<file path="src/hdl/bprb_pkg.sv">
`timescale 1ns / 1ps
// ----------------------------------------------------------------------------
// bprb_pkg
// Shared types, constants and helpers for the packed raw binning unit.
// ----------------------------------------------------------------------------
package bprb_pkg;

  // sizes of the raw word and its channels
  localparam int RAW_W  = 60;
  localparam int CH_W   = 10;
  localparam int PIX_W  = 8;
  localparam int WPL_W  = 9;
  localparam int PPL_W  = 10;
  localparam int CFG_W  = 10;

  // default line store depth in words
  localparam int MAX_WORDS_DEF = 256;

  // register reset values
  localparam logic [WPL_W-1:0] WPL_RESET = 9'd214;
  localparam logic [PPL_W-1:0] PPL_RESET = 10'd640;

  // register indexes
  typedef enum logic {
    CFG_WORDS_PER_LINE  = 1'b0,
    CFG_PIXELS_PER_LINE = 1'b1
  } cfg_idx_t;

  // queue between front and back
  localparam int Q_DEPTH = 4;
  localparam int QAW     = 2;
  localparam int QCW     = 3;
  localparam logic [QCW-1:0] Q_FULL = 3'd4;

  // pixel position inside a word
  localparam logic [1:0] LAST_PIX = 2'd2;

  // one odd-row word paired with its even-row word
  typedef struct packed {
    logic [RAW_W-1:0] top;
    logic [RAW_W-1:0] bot;
    logic [PPL_W-1:0] base;
    logic             row_end;
  } q_entry_t;

  // queue status seen by front and back
  typedef struct packed {
    logic           empty;
    logic [QCW-1:0] count;
  } q_stat_t;

  // pick channel idx (0..5) out of a raw word
  function automatic logic [CH_W-1:0] chan(input logic [RAW_W-1:0] w,
                                           input logic [2:0] idx);
    logic [CH_W-1:0] r;
    case (idx)
      3'd0:    r = w[9:0];
      3'd1:    r = w[19:10];
      3'd2:    r = w[29:20];
      3'd3:    r = w[39:30];
      3'd4:    r = w[49:40];
      3'd5:    r = w[59:50];
      default: r = '0;
    endcase
    return r;
  endfunction

  // saturate a channel to eight bits
  function automatic logic [PIX_W-1:0] clamp8(input logic [CH_W-1:0] v);
    return (v > CH_W'(255)) ? PIX_W'(255) : v[PIX_W-1:0];
  endfunction

endpackage

</file>
<file path="src/hdl/bprb_fifo.sv">
`timescale 1ns / 1ps
// ----------------------------------------------------------------------------
// bprb_fifo
// Short queue of paired words between the front and the pixel back end.
// ----------------------------------------------------------------------------
module bprb_fifo (
  input  logic                 clk,
  input  logic                 rst_n,
  input  logic                 push,
  input  bprb_pkg::q_entry_t   push_data,
  input  logic                 pop,
  output bprb_pkg::q_entry_t   head,
  output bprb_pkg::q_stat_t    q_stat
);
  import bprb_pkg::*;

  q_entry_t        entry_r [Q_DEPTH];
  logic [QAW-1:0]  wr_ptr_r, rd_ptr_r;
  logic [QCW-1:0]  count_r, count_nxt;

  always_comb begin
    count_nxt = count_r;
    if (push && !pop) begin
      count_nxt = count_r + QCW'(1);
    end else if (pop && !push) begin
      count_nxt = count_r - QCW'(1);
    end
  end

  // pointers and fill count
  always_ff @(posedge clk) begin
    if (!rst_n) begin
      wr_ptr_r <= '0;
      rd_ptr_r <= '0;
      count_r  <= '0;
    end else begin
      if (push) begin
        wr_ptr_r <= wr_ptr_r + QAW'(1);
      end
      if (pop) begin
        rd_ptr_r <= rd_ptr_r + QAW'(1);
      end
      count_r <= count_nxt;
    end
  end

  // entry storage
  always_ff @(posedge clk) begin
    if (push) begin
      entry_r[wr_ptr_r] <= push_data;
    end
  end

  assign head         = entry_r[rd_ptr_r];
  assign q_stat.count = count_r;
  assign q_stat.empty = (count_r == '0);

  a_no_overflow: assert property (@(posedge clk) disable iff (!rst_n)
    push |-> (count_r != Q_FULL))
    else $error("word queue overflow");

  a_no_underflow: assert property (@(posedge clk) disable iff (!rst_n)
    pop |-> (count_r != '0))
    else $error("word queue underflow");

endmodule

</file>
<file path="config.mk">
export PLATFORM = sky130hd
export DESIGN_NAME = bprb_fifo
export DESIGN_NICKNAME = d
export VERILOG_FILES = /design/src/hdl/bprb_pkg.sv /design/src/hdl/bprb_fifo.sv
export SDC_FILE = /design/constraint.sdc
export NUM_CORES = 1
export LEC_CHECK = 0
export BUFFER_PORTS_ARGS = -buffer_cell sky130_fd_sc_hd__clkbuf_2
export CELL_PAD_IN_SITES_DETAIL_PLACEMENT = 0
export CELL_PAD_IN_SITES_GLOBAL_PLACEMENT = 2
export CORE_UTILIZATION = 42
export CTS_CLUSTER_DIAMETER = 40
export DETAILED_ROUTE_END_ITERATION = 10
export PLACE_DENSITY_LB_ADDON = 0.1
export SYNTH_ARGS = -nofsm -noshare
export SYNTH_HDL_FRONTEND = slang
export SYNTH_SLANG_ARGS = --single-unit
</file>
<file path="constraint.sdc">
create_clock -name clk -period 9.59 [get_ports clk]
set_clock_uncertainty 0.2 [all_clocks]
set_input_delay 1.918 -clock clk [delete_from_list [all_inputs] [get_ports clk]]
set_output_delay 1.918 -clock clk [all_outputs]
set_load 0.01 [all_outputs]
</file>
After elaboration in Yosys (flattened, before gate mapping):

Memories as Yosys holds them, arrays and structs flattened. A register that Yosys moved wholly into a read port is not among the register bits.
Cells that the tools add are included.

* register bits: 7
* bits in writable memories: 524
* output and inout bits: 135
* memories: 1

Memories
* entry_r: words 4, width 131, read ports 1, clocked after memory_dff 1, wr ports 1, line bprb_fifo.sv:17 `q_entry_t entry_r [Q_DEPTH];`

* $add $sub $neg: 4
* multiplexer cells: 6
* reduce and logical (&&, ||, !) cells: 6

Operators with widths (count)
* $mux 3: 2
* $add 2x1->2 const B: 2
* $mux 2: 2
* $add 3x1->3 const B: 1
* $logic_not 3->1: 1
* $sub 3x1->3 const B: 1
* $logic_and 1x1->1: 2
* $logic_not 1->1: 2
* $mux 1: 2
* $reduce_bool 2->1: 1

Logic depth before layout (Yosys ltp):

* depth after elaboration: 4
* mapped depth: 7

Worst setup path after synthesis:

No wires, ideal clock.

* kind: in2reg
* start: in push
* end: mem entry_r[0][0] in the netlist's numbering (enable)
* setup time: 0.505 ns
* arrival: 4.918 ns
* path slack: 3.967 ns
* cell stages on the path: 1
* path through: and2_1

* word-level cells in the longest chain between the ends: 2

Ends and longest elaborated chain
* start: declaration: line bprb_fifo.sv:9 `input logic push,`
* $mux 1: line bprb_fifo.sv:49 `if (push) begin`
* $mux 1 (not written as such): line bprb_fifo.sv:50 `entry_r[wr_ptr_r] <= push_data;`
* end: declaration: line bprb_fifo.sv:17

No other way between the ends.

==> impl_metrics.env <==
export IMPL_highest_layer="met5"
export IMPL_first_pass_iters=5
export IMPL_clkLatencyLatePin_ns=0.60
export IMPL_path_common_cell="buf_4"
export IMPL_r2r_slack_ns=6.93
export IMPL_synth_nets=868
export IMPL_grt_pass1_vias=9330
export IMPL_drive_above_1_share_pct=48.2
export IMPL_status="finished clean"
export IMPL_drcViolationCount=0
export IMPL_synth_compound_area_share_pct=0.0647
export IMPL_worstPathRequired_ns=7.47
export IMPL_rows=78
export IMPL_die_h_um=217
export IMPL_cp_depth=4
export IMPL_worst_pin_slew_ns=1.01
export IMPL_cts_htree_levels=3
export IMPL_cts_tree="yes"
export IMPL_synth_area_leader_cell="edfxtp_1"
export IMPL_cp_top_family="buffers and inverters"
export IMPL_synthXorXnorAreaFrac_pct=0.226
export IMPL_finalMaxSlewViolations=0
export IMPL_cp_endpoint="head[123]"
export IMPL_cts_buffers=75
export IMPL_min_period_ns=5.57
export IMPL_grt_pass1_wl_um=57900
export IMPL_fin_util_pct=52.4
export IMPL_cp_max_fo=64
export IMPL_finalHoldViolations=0
export IMPL_timing_final_crit_share_pct=58.0
export IMPL_vias=8678
export IMPL_synth_area_um2=19300
export IMPL_clkTransAtPathRegs_ns=0.05
export IMPL_core_area_um2=45400
export IMPL_wl_um=38600
export IMPL_wl_met2_um=18600
export IMPL_start_util_pct=42.6
export IMPL_grt_max_degree=65
export IMPL_track_usage_pct=16.9
export IMPL_peakVddDrop_mv=0.167
export IMPL_power_leakage_nw=8.07
export IMPL_hpwl_um=22700
export IMPL_antenna_found_initial=4
export IMPL_power_mw=5.80
export IMPL_setup_viol=0
export IMPL_synth_top_family_by_area="multiplexers"
export IMPL_yosys_area_top_type_share_pct=81.3
export IMPL_syn_to_final_growth_pct=22.8
export IMPL_drv_cap=0
export IMPL_fillers=3608
export IMPL_synth_seq_area_share_pct=82.3
export IMPL_dieArea_um2=46900
export IMPL_hold_buffers=0
export IMPL_fin_tns_setup_ns=0
export IMPL_hold_start="count_r[2]"
export IMPL_ios=270
export IMPL_synthCells=727
export IMPL_clk_path_buf_depth=3
export IMPL_final_nets=1197
export IMPL_drt_vias_per_instance=5.06
export IMPL_wl_met3_um=3040
export IMPL_io_buffers=269
export IMPL_maxSlewHeadroom_pct=32.9
export IMPL_critPathBufInv=3
export IMPL_arrival_ns=3.45
export IMPL_ctsResizeCount=0
export IMPL_cts_root_buf="clkbuf_16"
export IMPL_avgSynthCellArea_um2=26.6
export IMPL_end_kind="output port"
export IMPL_hold_class="register to register"
export IMPL_r2r_start="wr_ptr_r[0]"
export IMPL_ys_ff_latch=533
export IMPL_worstReg2RegEnd="entry_r[1][91]"
export IMPL_cts_setup_buffers=0
export IMPL_die_w_um=217
export IMPL_overflow=0
export IMPL_synthMuxAreaShare_pct=15.4
export IMPL_yosys_warnings=0
export IMPL_synthTopCellsByArea="edfxtp_1 (81%), mux4_2 (15%), dfxtp_1 (0.93%)"
export IMPL_routabilityCongestion=0.679
export IMPL_rsz0062_at_grt="no"
export IMPL_wl_per_cell_um=22.5
export IMPL_r2r_cells=3
export IMPL_m1WireLength_um=16000
export IMPL_cp_start_kind="register"
export IMPL_powerDensity_nw_per_um2=244
export IMPL_crit_chain="buf_4, buf_4, mux4_2, clkbuf_2"
export IMPL_clkSinkCount=533
export IMPL_yosys_area_share_adder_pct=0.427
export IMPL_synth_simple_area_share_pct=0.433
export IMPL_ys_types=21
export IMPL_fmax_ghz=0.180
export IMPL_ant_nets=0
export IMPL_worst_setup_path_type="register to output port"
export IMPL_whs_path_depth=2
export IMPL_cpMaxStageDelayCell="buf_4"
export IMPL_drt_initial_drc_count=560
export IMPL_slowest_delay_ns=0.84
-- cells in the final DEF, fill, tap and decap left out, drive strengths merged, types with 3 or more instances in the layout --
master    netlist  layout
xor2            3       3
edfxtp        524     524
ha              5       5
dfxtp           9       9
buf            26      13
clkinvlp        0      13
clkbuf          4     357
inv             4      14
clkinv          0      19
and2            9       9
mux4          131     131
bufinv          0       4
-- cell usage after synthesis, drive strengths merged --
cell type,count
a21boi,1
and2,9
buf,26
clkbuf,4
dfxtp,9
edfxtp,524
fa,1
ha,5
inv,4
mux2i,2
mux4,131
nand2,1
nor2b,2
nor3,1
o21ai,1
or3,1
xnor2,2
xor2,3
-- metal layers --
metal / vias to the layer above / global-route usage (%)
li1: 3823 / -
met1: 4519 / 21.6
met2: 253 / 26.5
met3: 77 / 6.51
met4: 6 / 5.68
met5: - / 0
-- cell type report --
class	count	area (µm²)	area share, %
clock inverters	46	408	1.72
well taps	600	751	3.16
flip-flops and latches	533	15900	67.0
clock buffers	88	2010	8.46
repair buffers	282	1440	6.08
diodes	2	5.00	0.0211
inverters	4	15.0	0.0632
multi-input cells	160	3200	13.5
-- worst min-delay path by stage --
stage	endpoint	slack [ns]
2_1_floorplan	count_r[2]	0.32
3_5_place_dp	count_r[2]	0.33
5_1_grt	count_r[2]	0.36
4_1_cts	count_r[2]	0.34
3_3_place_gp	count_r[2]	0.31
6_report	count_r[2]	0.33
-- state kept, by name, summed over array words and instances (netlist names), named ones only --
| register | cells |
|---|---|
| count_r | 3 |
| entry_r | 524 |
| rd_ptr_r | 2 |
| wr_ptr_r | 2 |
-- stage by stage --
| stage | hold WS, ns | instances | area (µm²) | worst slack, ns |
|---|---|---|---|---|
| 5_1_grt | 0.361 | 1713 | 23800 | 3.84 |
| 6_report | 0.326 | 1715 | 23800 | 4.02 |
| 4_1_cts | 0.340 | 1713 | 23800 | 3.93 |
| 3_3_place_gp | 0.308 | 1579 | 21300 | 4.58 |
| 3_5_place_dp | 0.333 | 1579 | 21300 | 4.59 |
| 2_1_floorplan | 0.321 | 727 | 19300 | 3.97 |
-- worst reg2reg max path: stages, from the launching register on --
cell and delay [ns]:
dfxtp_1 0.39, ha_1 0.17, and2_4 0.59, buf_4 0.80
-- cell families (layout without fill, tap and decap cells) --
| logic type | after synthesis | after routing |
|---|---|---|
| flops | 533 | 533 |
| mux | 133 | 133 |
| buf+inv | 34 | 420 |
| simple gates | 14 | 14 |
| fa+ha+maj | 6 | 6 |
| xor+xnor | 5 | 5 |
| compound gates | 2 | 2 |
| other cells | 0 | 2 |
-- where the power goes --
group          switching, mW  total (mW)  internal (mW)
clock                  0.991        2.61           1.62
sequential            0.0320        2.71           2.68
combinational          0.267       0.480          0.212
total                   1.29        5.80           4.51
Power figures use the tool's default switching activity.
