<file path="config.mk">
export PLATFORM = sky130hd
export DESIGN_NAME = bprb_back
export DESIGN_NICKNAME = d
export VERILOG_FILES = /design/src/hdl/bprb_pkg.sv /design/src/hdl/bprb_back.sv
export SDC_FILE = /design/constraint.sdc
export NUM_CORES = 1
export LEC_CHECK = 0
export BUFFER_PORTS_ARGS = -buffer_cell sky130_fd_sc_hd__buf_2
export CAP_MARGIN = 0
export CORE_MARGIN = 2
export CORE_UTILIZATION = 38
export DETAILED_ROUTE_END_ITERATION = 8
export GPL_ROUTABILITY_DRIVEN = 0
export GPL_TIMING_DRIVEN = 0
export PLACE_DENSITY = 0.77
export SKIP_LAST_GASP = 1
export SYNTH_ARGS = -nofsm -noshare
export SYNTH_HDL_FRONTEND = slang
export SYNTH_SLANG_ARGS = --single-unit
</file>
<file path="constraint.sdc">
create_clock -name clk -period 3.31 [get_ports clk]
set_clock_uncertainty 0.15 [all_clocks]
set_input_delay 0.4965 -clock clk [delete_from_list [all_inputs] [get_ports clk]]
set_output_delay 0.4965 -clock clk [all_outputs]
set_load 0.05 [all_outputs]
</file>
<file path="src/hdl/bprb_pkg.sv">
`timescale 1ns / 1ps
// ----------------------------------------------------------------------------
// bprb_pkg
// Shared types, constants and helpers for the packed raw binning unit.
// ----------------------------------------------------------------------------
package bprb_pkg;

  // sizes of the raw word and its channels
  localparam int RAW_W  = 60;
  localparam int CH_W   = 10;
  localparam int PIX_W  = 8;
  localparam int WPL_W  = 9;
  localparam int PPL_W  = 10;
  localparam int CFG_W  = 10;

  // default line store depth in words
  localparam int MAX_WORDS_DEF = 256;

  // register reset values
  localparam logic [WPL_W-1:0] WPL_RESET = 9'd214;
  localparam logic [PPL_W-1:0] PPL_RESET = 10'd640;

  // register indexes
  typedef enum logic {
    CFG_WORDS_PER_LINE  = 1'b0,
    CFG_PIXELS_PER_LINE = 1'b1
  } cfg_idx_t;

  // queue between front and back
  localparam int Q_DEPTH = 4;
  localparam int QAW     = 2;
  localparam int QCW     = 3;
  localparam logic [QCW-1:0] Q_FULL = 3'd4;

  // pixel position inside a word
  localparam logic [1:0] LAST_PIX = 2'd2;

  // one odd-row word paired with its even-row word
  typedef struct packed {
    logic [RAW_W-1:0] top;
    logic [RAW_W-1:0] bot;
    logic [PPL_W-1:0] base;
    logic             row_end;
  } q_entry_t;

  // queue status seen by front and back
  typedef struct packed {
    logic           empty;
    logic [QCW-1:0] count;
  } q_stat_t;

  // pick channel idx (0..5) out of a raw word
  function automatic logic [CH_W-1:0] chan(input logic [RAW_W-1:0] w,
                                           input logic [2:0] idx);
    logic [CH_W-1:0] r;
    case (idx)
      3'd0:    r = w[9:0];
      3'd1:    r = w[19:10];
      3'd2:    r = w[29:20];
      3'd3:    r = w[39:30];
      3'd4:    r = w[49:40];
      3'd5:    r = w[59:50];
      default: r = '0;
    endcase
    return r;
  endfunction

  // saturate a channel to eight bits
  function automatic logic [PIX_W-1:0] clamp8(input logic [CH_W-1:0] v);
    return (v > CH_W'(255)) ? PIX_W'(255) : v[PIX_W-1:0];
  endfunction

endpackage

</file>
<file path="src/hdl/bprb_back.sv">
`timescale 1ns / 1ps
// ----------------------------------------------------------------------------
// bprb_back
// Turns each queued word pair into up to three RGB pixels, one per cycle
// while the output is not stalled, into an output register.
// ----------------------------------------------------------------------------
module bprb_back (
  input  logic                        clk,
  input  logic                        rst_n,
  input  logic [bprb_pkg::PPL_W-1:0]  pixels_per_line,
  input  bprb_pkg::q_stat_t           q_stat,
  input  bprb_pkg::q_entry_t          head,
  output logic                        pop,
  output logic                        out_valid,
  input  logic                        out_stall,
  output logic [bprb_pkg::PIX_W-1:0]  out_red,
  output logic [bprb_pkg::PIX_W-1:0]  out_green,
  output logic [bprb_pkg::PIX_W-1:0]  out_blue,
  output logic                        out_line_end,
  output logic                        out_last
);
  import bprb_pkg::*;

  logic [1:0]        k_r;
  logic              out_vld_r;
  logic [PIX_W-1:0]  red_r, green_r, blue_r;
  logic              line_end_r, last_r;

  logic              load, is_last, line_end;
  logic [PPL_W:0]    pix1;
  logic [2:0]        idx_even, idx_odd;
  logic [CH_W:0]     g_sum;
  logic [CH_W-1:0]   g_mean;

  // pixel k of the head entry
  always_comb begin
    load     = !q_stat.empty && (!out_vld_r || !out_stall);
    idx_even = {k_r, 1'b0};
    idx_odd  = {k_r, 1'b1};
    pix1     = (PPL_W+1)'(head.base) + (PPL_W+1)'(k_r) + (PPL_W+1)'(1);
    is_last  = (k_r == LAST_PIX) || (pix1 >= (PPL_W+1)'(pixels_per_line));
    line_end = (pix1 == (PPL_W+1)'(pixels_per_line)) ||
               (head.row_end && (k_r == LAST_PIX));
    g_sum    = (CH_W+1)'(chan(head.top, idx_odd)) + (CH_W+1)'(chan(head.bot, idx_even));
    g_mean   = g_sum[CH_W:1];
  end

  assign pop = load && is_last;

  // pixel counter and output valid
  always_ff @(posedge clk) begin
    if (!rst_n) begin
      k_r       <= '0;
      out_vld_r <= 1'b0;
    end else begin
      if (load) begin
        k_r       <= is_last ? 2'd0 : k_r + 2'd1;
        out_vld_r <= 1'b1;
      end else if (!out_stall) begin
        out_vld_r <= 1'b0;
      end
    end
  end

  // output payload
  always_ff @(posedge clk) begin
    if (load) begin
      red_r      <= clamp8(chan(head.top, idx_even));
      green_r    <= clamp8(g_mean);
      blue_r     <= clamp8(chan(head.bot, idx_odd));
      line_end_r <= line_end;
      last_r     <= is_last;
    end
  end

  assign out_valid    = out_vld_r;
  assign out_red      = red_r;
  assign out_green    = green_r;
  assign out_blue     = blue_r;
  assign out_line_end = line_end_r;
  assign out_last     = last_r;

  // a word in progress stays at the queue head
  a_head_held: assert property (@(posedge clk) disable iff (!rst_n)
    (k_r != 2'd0) |-> !q_stat.empty)
    else $error("pixel counter mid-word with empty queue");

endmodule

</file>
## After elaboration in Yosys (flattened, before gate mapping)

Cells that the tools add are included.

- Add/sub/neg operators: 4
- Magnitude comparators: 4
- Equality and inequality tests: 4
- Multiplexer cells: 9
- Reductions and logical operators: 12

Operators with widths:

| operator | count |
|---|---|
| case mux 10 bit (3 select lines) | 3 |
| case mux 10 bit (4 select lines) | 1 |
| greater-than comparator 10 x 8 -> 1 bit (second input constant) | 3 |
| 2-to-1 mux 10 bit | 2 |
| adder 10 x 10 -> 11 bit | 1 |
| adder 10 x 2 -> 11 bit | 1 |
| adder 11 x 1 -> 11 bit (second input constant) | 1 |
| equality test 11 x 10 -> 1 bit | 1 |
| >= comparator 11 x 10 -> 1 bit | 1 |
| zero test 3 bit | 2 |
| logical AND 1 bit | 3 |
| zero test 1 bit | 3 |
| logical OR 1 bit | 3 |
| adder 2 x 1 -> 2 bit (second input constant) | 1 |
| equality test 2 x 1 -> 1 bit (second input constant) | 1 |
| equality test 2 bit (second input constant) | 1 |
| zero test 2 bit | 1 |
| 2-to-1 mux 1 bit | 2 |
| 2-to-1 mux 2 bit | 1 |
| inequality test 2 x 1 -> 1 bit (second input constant) | 1 |

- Flip-flop bits (word level): 29

## Depth between registers and ports, before layout

Gate-level depths: netlist of run 1.

- Depth in word-level cells: 5
- Gate-level depth with buffers: 13
- Depth with buffers taken out: 12

## Worst setup path after synthesis of run 1

No wires, ideal clock.

- Path kind: input-to-output
- From: input port head[1] (netlist bit)
- To: output port pop
- Arrival time: 3,277 ps
- Required time: 2,663 ps
- Slack: -613 ps
- Cell stages on the path: 11
- Path through: inv_1 -> ha_1 -> inv_1 -> fa_1 -> and4_1 -> xor2_1 -> ha_1 -> nand3_1 -> nor3_1 -> nor3_1 -> a21boi_0

- Cells in the longest elaborated chain, start to end: 5

RTL lines:

| item | RTL line | source |
|---|---|---|
| from (decl) | bprb_back.sv:12 | `input bprb_pkg::q_entry_t head,` |
| adder 10 x 2 -> 11 bit | bprb_back.sv:40 | `pix1 = (PPL_W+1)'(head.base) + (PPL_W+1)'(k_r) + (PPL_W+1)'(1);` |
| adder 11 x 1 -> 11 bit | bprb_back.sv:40 |  |
| >= comparator 11 x 10 -> 1 bit | bprb_back.sv:41 | `is_last = (k_r == LAST_PIX) \|\| (pix1 >= (PPL_W+1)'(pixels_per_line));` |
| logical OR 1 bit | bprb_back.sv:41 |  |
| logical AND 1 bit | bprb_back.sv:48 | `assign pop = load && is_last;` |
| to (decl) | bprb_back.sv:13 | `output logic pop,` |

Every way passes these cells.

## Worst setup path in the final report of run 1

- From: register k_r[0]
- To: register green_r[3] (netlist: out_green[3]), data pin

- Cells in the longest elaborated chain, start to end: 4

RTL lines:

| item | RTL line | source |
|---|---|---|
| from (decl) | bprb_back.sv:24 | `logic [1:0] k_r;` |
| from (signal assigned) | bprb_back.sv:57 | `k_r <= is_last ? 2'd0 : k_r + 2'd1;` |
| equality test 2 bit, or another cell as far along | bprb_pkg.sv:56 | `case (idx)` |
| case mux 10 bit (3 select lines) | bprb_pkg.sv:56 |  |
| adder 10 x 10 -> 11 bit (*) | bprb_back.sv:44 | `g_sum = (CH_W+1)'(chan(head.top, idx_odd)) + (CH_W+1)'(chan(head.bot, idx_even));` |
| greater-than comparator 10 x 8 -> 1 bit | bprb_pkg.sv:70 | `return (v > CH_W'(255)) ? PIX_W'(255) : v[PIX_W-1:0];` |
| to (signal assigned) | bprb_back.sv:69 | `green_r <= clamp8(g_mean);` |
| to (decl) | bprb_back.sv:26 | `logic [PIX_W-1:0] red_r, green_r, blue_r;` |

Every way passes the cells marked *; elsewhere a longest branch is shown, timed or not.
A chain may end at the register's enable or synchronous reset.

==> results.json, run 1 <==
{
  "die_w_um": 86.68,
  "grt_antenna_before_repair": 0,
  "cap_violations": 0,
  "boundaryPins": 176,
  "synth.ff_latch_count": 29,
  "number_of_violations_reported_at_the_end_of_detailed_routing_iteration_0": 283,
  "fin_nets": 657,
  "final.hold.worst_slack_ns": 0.2992,
  "io_buffer_count": 172,
  "finalMaxSlewViolations": 0,
  "power.share.clock_pct": 16.7,
  "leakagePower_nw": 1.943,
  "drive_above_1_share_pct": 52.80,
  "cp-start-kind": "flip-flop",
  "timing.critical_path.arrival_ns": 3.29,
  "placed_cells_incl_taps": 531,
  "synth_compound_area_share_pct": 30.64,
  "die_area_mm2": 0.007513,
  "m1WireLength_mm": 3.759,
  "power.switching_fraction_pct": 40.62,
  "hold_crit_class": "input pin to flip-flop",
  "synth.distinct_cells": 50,
  "vias_per_cell": 5.694,
  "power_switching_mw": 0.7001,
  "grt_first_pass_wirelength_mm": 13.38,
  "status": "complete, but fails checks",
  "fraction_of_the_mapped_netlist_area_in_simple_logic_gates_pct": 13.78,
  "grt_start_max_net_pins": 32,
  "dp.final_hpwl_mm": 7.141,
  "syn_inst": 279,
  "route.top_layer_used": "met4",
  "post_synth_instance_area_mm2": 0.002597,
  "clk-insertion-delay-late_ns": 0.28,
  "max_fo_critical_path": 10,
  "core_area_mm2": 0.006719,
  "seq_power_share_pct": 27.4,
  "cts_buffers": 5,
  "ctsHoldBuffers": 0,
  "synthesis.area_per_instance_um2": 9.310,
  "synthToLayoutAreaGrowth_pct": 58.57,
  "worst_pin_slew_ns": 1.004,
  "synthFlopType": "edfxtp_1",
  "layout.filler_cells": 609,
  "synth-xor-area-share_pct": 3.709,
  "route.detailed.wl_per_inst_um": 17.09,
  "final-setup-viol-count": 9,
  "grt_overflow": 0,
  "num_rows": 30,
  "synth.area.mux_share_pct": 0.3854,
  "timing.final.hold_violations": 0,
  "power-per-cell-area_mw_per_mm2": 418.5,
  "clock_tree.htree_level_count": 2,
  "post_detailed_placement_cell_area_mm2": 0.003603,
  "final_core_util_pct": 61.30,
  "fmax_mhz": 291.9,
  "yosysWarningCount": 0,
  "synth_top_family_by_area": "compound AO/OA/AOI/OAI gates",
  "route.vias.total": 3206,
  "synth-seq-area-share_pct": 32.37,
  "synth_edf_count": 26,
  "final.min_clock_period_ns": 3.425,
  "post-layout-total-power_mw": 1.724,
  "first_global_vias": 2853,
  "stdcell_area_mm2": 0.004119,
  "drt_pre_antenna_iters": 7,
  "route.met3.wl_um": 775,
  "floorplan.die.height_um": 86.68,
  "route.detailed.drc": 0,
  "violations_in_the_final_reports": "negative setup slack",
  "fin_crit_sh_pct": 103.5,
  "synthesis.nets": 454,
  "relSlewSlack_pct": 32.95,
  "worst_ir_drop_vdd_mv": 0.1688,
  "cell_internal_pwr_mw": 1.024,
  "antennaDiodeCount": 0,
  "post-route-worst-setup-slack_ns": -0.1154,
  "finalWirelength_mm": 9.621,
  "synthArstFlopShare_pct": 0,
  "required_ns": 3.18,
  "clock_tree_from_tritoncts": "yes",
  "cts_num_sinks": 29,
  "floorplan.initialDensity_pct": 38.66,
  "power.combinational.fraction_pct": 55.9,
  "cts.root.buffer_cell": "clkbuf_8",
  "route.antenna.remaining_nets": 0,
  "worstSetupEndpointType": "flip-flop",
  "final_cells": 563,
  "route.met2.wl_mm": 4.968,
  "clk_pin_slew_worst_paths_ns": 0.06,
  "cts.path.max_buffers": 2,
  "path_class": "flip-flop to flip-flop",
  "adder_cell_fraction_of_synth_area_pct": 13.58,
  "track_usage_pct": 22.76,
  "rsz0062_at_grt": "true"
}
-- placed cells by master (no fill, tap or decap), types with 3 or more instances in the layout --
cell | synthesis | layout
a21o_1 | 5 | 5
a21oi_1 | 25 | 22
a222oi_1 | 34 | 34
and3_1 | 4 | 4
buf_2 | 1 | 172
buf_4 | 0 | 22
buf_6 | 1 | 6
clkbuf_1 | 14 | 7
clkbuf_8 | 0 | 7
edfxtp_1 | 26 | 26
ha_1 | 25 | 20
ha_4 | 0 | 3
inv_1 | 17 | 14
nand2_1 | 17 | 16
nand3_1 | 7 | 5
nor2_1 | 19 | 19
nor3b_1 | 3 | 3
o21a_1 | 4 | 4
o21ai_0 | 16 | 9
o21ai_1 | 0 | 3
o21ai_2 | 0 | 4
o22ai_2 | 0 | 3
xnor2_1 | 6 | 4
xor2_1 | 5 | 5
-- critical path: stages (launching register included) --
cell	delay, ns
dfxtp_4	0.38
inv_6	0.05
ha_4	0.18
buf_8	0.14
clkbuf_8	0.17
a222oi_1	0.31
nor2_1	0.09
ha_1	0.32
a21o_1	0.20
or2_4	0.25
or3_4	0.40
a211oi_4	0.25
buf_6	0.18
o22ai_2	0.09
-- worst paths after layout --
path | from | to | slack, ns | depth (start not counted)
hold reg to reg | out_valid$_SDFFE_PN0P_ | out_valid$_SDFFE_PN0P_ | 0.37 | 2
setup reg to reg | k_r[0]$_SDFFE_PN0P_ | out_green[3]$_SDFFCE_PN1P_ | -0.12 | 13
setup / recovery | k_r[0]$_SDFFE_PN0P_ | out_green[3]$_SDFFCE_PN1P_ | -0.12 | 13
hold / removal | q_stat[3] | out_valid$_SDFFE_PN0P_ | 0.30 | 2
-- state kept, by name (all words and copies together) (netlist names) --
signal	count
out_blue	8
out_green	8
out_last	1
out_line_end	1
k_r	2
out_valid	1
out_red	8
-- power groups by stage --
stage | Sequential, mW | Combinational [mW] | Clock, mW
global route | 0.475 | 1.04 | 0.299
global placement | 0.479 | 0.776 | 0
CTS | 0.471 | 0.851 | 0.290
finish | 0.472 | 0.963 | 0.288
detailed placement | 0.479 | 0.796 | 0
floorplan | 0.613 | 0.430 | 0
-- metrics by stage --
stage	setup WS, ns	setup TNS, ns
after CTS	-0.1741	-1.357
after global routing	-0.1821	-1.200
after floorplan	-0.001800	-0.005103
after global placement	-0.4478	-3.754
final	-0.1154	-0.7871
after detailed placement	-0.4741	-4.013
-- repair_timing --
item,in CTS,in global routing
cloned,0,1
pin swaps,15,27
endpoints found under the setup margin,9,9
setup buffers,10,16
gates resized for setup,23,45
-- final cells by class --
| cell class | instances | area, µm² | area share, % |
|---|---|---|---|
| clock buffer | 6 | 72.57 | 1.762 |
| buffer | 17 | 150.1 | 3.645 |
| sequential | 29 | 848.3 | 20.60 |
| clock inverter | 2 | 10.01 | 0.2430 |
| timing repair buffer | 198 | 1091 | 26.49 |
| inverter | 17 | 68.82 | 1.671 |
| multi-input combinational | 214 | 1778 | 43.17 |
| tap | 80 | 100.1 | 2.430 |
-- cells in the mapped netlist, types with 2 or more instances --
| master | count | share of area (%) |
|---|---|---|
| a21o_1 | 5 | 1.4 |
| fa_1 | 2 | 1.5 |
| xor2_1 | 5 | 1.7 |
| and4_1 | 2 | 0.67 |
| nand2_1 | 17 | 2.5 |
| nor3b_1 | 3 | 0.87 |
| o21bai_1 | 2 | 0.58 |
| xnor2_1 | 6 | 2.0 |
| nand3_1 | 7 | 1.3 |
| o21ai_0 | 16 | 3.1 |
| and3_1 | 4 | 0.96 |
| dfxtp_1 | 3 | 2.3 |
| o22ai_1 | 3 | 0.72 |
| nor2b_1 | 3 | 0.72 |
| a222oi_1 | 34 | 13 |
| nor2_1 | 19 | 2.7 |
| nand4_1 | 2 | 0.48 |
| edfxtp_1 | 26 | 30 |
| inv_1 | 17 | 2.5 |
| nor3_1 | 4 | 0.77 |
| a21oi_1 | 25 | 4.8 |
| a21boi_0 | 2 | 0.58 |
| o21a_1 | 4 | 1.2 |
| o32ai_1 | 2 | 0.67 |
| or3_1 | 2 | 0.48 |
| buf_1 | 3 | 0.43 |
| clkbuf_1 | 14 | 2.0 |
| ha_1 | 25 | 12 |
-- layer usage --
layer	vias up	global-route usage (%)
li1	1527	-
met1	1492	28.04
met2	175	41.54
met3	12	2.857
met4	0	6.250
met5	-	0
-- cells by family (layout without fill, tap and decap cells) --
kind of cell	count (synthesis)	count (layout)
and+or+nand+nor	70	70
buffers and inverters	36	240
adders and majority gates	27	27
xor gates and xnor gates	11	11
muxes	1	1
AOI/OAI and AO/OA	105	105
DFF	29	29
Note: power is estimated with default switching activity, not from simulation.
==> run 2: changes to the inputs <==
- RECOVER_POWER: default -> 50
==> results.json, run 2 (synthesis gave the netlist of run 1 again) <==
{
  "seq_power_share_pct": 27.6,
  "stdcell_area_mm2": 0.004078,
  "grt.met3_usage_pct": 2.857,
  "antennaDiodeCount": 0,
  "io_buffer_count": 172,
  "power_switching_mw": 0.7030,
  "placed_cells_incl_taps": 531,
  "gr-max-usage-layer": "met2",
  "cts.path.max_buffers": 2,
  "number_of_violations_reported_at_the_end_of_detailed_routing_iteration_0": 237,
  "worst_pin_slew_ns": 1.738,
  "route.vias.total": 3206,
  "finalMaxSlewViolations": 32,
  "cts.root.buffer_cell": "clkbuf_8",
  "crit_path_start": "k_r[0]$_SDFFE_PN0P_",
  "gr-usage-met1_pct": 28.04,
  "vias_per_cell": 5.694,
  "clock_tree_from_tritoncts": "yes",
  "violations_in_the_final_reports": "max-capacitance violations, max-slew violations, negative setup slack",
  "power.combinational.fraction_pct": 55.5,
  "grt_antenna_before_repair": 0,
  "grt_start_max_net_pins": 32,
  "pre_cts_ws_ns": -0.4741,
  "route.detailed.drc": 0,
  "track_usage_pct": 22.76,
  "boundaryPins": 176,
  "synthToLayoutAreaGrowth_pct": 56.98,
  "global_route.usage.met2_pct": 41.54,
  "final.hold.worst_slack_ns": 0.2802,
  "fmax_mhz": 293.2,
  "required_ns": 2.66,
  "grt_overflow": 0,
  "final-setup-viol-count": 9,
  "hold_crit_class": "input pin to flip-flop",
  "clk-insertion-delay-late_ns": 0.28,
  "final.min_clock_period_ns": 3.411,
  "drt_pre_antenna_iters": 8,
  "worst-r2r-cell-count": 13,
  "post-layout-total-power_mw": 1.716,
  "power.switching_fraction_pct": 40.96,
  "setup_total_negative_slack_ns": -0.6191,
  "core_area_mm2": 0.006719,
  "floorplan.die.height_um": 86.68,
  "fin_crit_sh_pct": 103.1,
  "first_global_vias": 2853,
  "die_w_um": 86.68,
  "drive_above_1_share_pct": 47.20,
  "route.detailed.wl_per_inst_um": 17.16,
  "timing.final.hold_violations": 0,
  "fin_nets": 657,
  "cap_violations": 1,
  "regToRegEndpoint": "out_green[3]$_SDFFCE_PN1P_",
  "final_core_util_pct": 60.69,
  "cp-start-kind": "flip-flop",
  "finalWirelength_mm": 9.661,
  "rsz0062_at_grt": "true",
  "grt_first_pass_wirelength_mm": 13.38,
  "power.share.clock_pct": 16.9,
  "relSlewSlack_pct": -15.84,
  "status": "complete, but fails checks",
  "final_cells": 563,
  "biggest_cell_delay_along_the_critical_path_ns": 0.37,
  "route.antenna.remaining_nets": 0,
  "most_common_cell_after_layout_fill_and_taps_aside": "buf_2",
  "power-per-cell-area_mw_per_mm2": 420.9,
  "clk_pin_slew_worst_paths_ns": 0.06,
  "final_cell_mix": "buf_2, a222oi_1, clkbuf_1",
  "critical_path.endpoint": "pop",
  "cp_cell_sequence": "inv_6, ha_4, inv_2, fa_2, and4_1, xor2_1, ha_1, a21o_1, a211o_1, nor3_4, a21boi_2, buf_6",
  "layout.filler_cells": 621,
  "max_fo_critical_path": 4,
  "clock_tree.htree_level_count": 2,
  "post_detailed_placement_cell_area_mm2": 0.003603,
  "cell_internal_pwr_mw": 1.013,
  "die_area_mm2": 0.007513,
  "num_rows": 30,
  "floorplan.initialDensity_pct": 38.66,
  "rrSetupSlack_ns": -0.09,
  "dp.final_hpwl_mm": 7.141,
  "worst_ir_drop_vdd_mv": 0.1701,
  "worstSetupEndpointType": "output pin",
  "cts_num_sinks": 29,
  "post-route-worst-setup-slack_ns": -0.1011,
  "reg_to_reg_startpoint": "k_r[0]$_SDFFE_PN0P_",
  "ctsHoldBuffers": 0,
  "cts_buffers": 5,
  "timing.critical_path.arrival_ns": 2.76,
  "leakagePower_nw": 1.884,
  "path_class": "flip-flop to output pin",
  "crit_path_top_delay_cell": "dfxtp_4"
}
[run 2: changes by cell type in the layout (fill, tap and decap cells not counted)]
cell | previous run | this run
buf_2 | 172 | 145
clkbuf_1 | 7 | 34
a21oi_2 | 2 | 3
a21oi_4 | 1 | 0
[run 2: area by class of cell]
class                           count  area [µm²]  area share [%]
Sequential cell                    29       848.3           20.80
Timing Repair Buffer              198        1057           25.93
Buffer                             17       150.1           3.682
Inverter                           17       68.82           1.688
Clock buffer                        6       72.57           1.780
Tap cell                           80       100.1           2.455
Multi-Input combinational cell    214        1770           43.42
Clock inverter                      2       10.01          0.2455
[run 2: what timing repair did]
item / 4_1_cts / 5_1_grt
pin swaps: 15 / 27
hold endpoints to repair: 0 / 0
gates cloned: 0 / 1
gates resized for setup: 23 / 45
endpoints found under the setup margin: 9 / 9
buffers inserted: 10 / 16
[run 2: worst max-delay path, delay by kind of cell (launching register included)]
| family | cells | cell delay [ns] |
|---|---|---|
| and+or+nand+nor | 2 | 0.33 |
| AOI/OAI and AO/OA | 3 | 0.55 |
| buffers and inverters | 3 | 0.29 |
| DFF | 1 | 0.37 |
| adders and majority gates | 3 | 0.81 |
| xor gates and xnor gates | 1 | 0.15 |
[run 2: worst min path at each step]
stage / from / end / cells past startpoint
detailed placement: k_r[0]$_SDFFE_PN0P_ / k_r[0]$_SDFFE_PN0P_ / 2
global route: q_stat[3] / out_valid$_SDFFE_PN0P_ / 2
finish: q_stat[3] / out_valid$_SDFFE_PN0P_ / 2
CTS: q_stat[3] / out_valid$_SDFFE_PN0P_ / 2
floorplan: k_r[0]$_SDFFE_PN0P_ / k_r[0]$_SDFFE_PN0P_ / 2
global placement: out_valid$_SDFFE_PN0P_ / out_valid$_SDFFE_PN0P_ / 2
[run 2: layer usage]
layer	wire length (µm)	part of all wire, %
met5	0	0
met3	673	7.0
met2	4941	51
met1	3918	41
met4	128	1.3
[run 2: power by group through the flow]
| stage | clock (mW) | sequential [mW] | combinational, mW |
|---|---|---|---|
| 2_1_floorplan | 0 | 0.613 | 0.430 |
| 3_3_place_gp | 0 | 0.479 | 0.776 |
| 3_5_place_dp | 0 | 0.479 | 0.796 |
| 4_1_cts | 0.290 | 0.471 | 0.851 |
| 5_1_grt | 0.299 | 0.476 | 1.03 |
| 6_report | 0.290 | 0.473 | 0.953 |
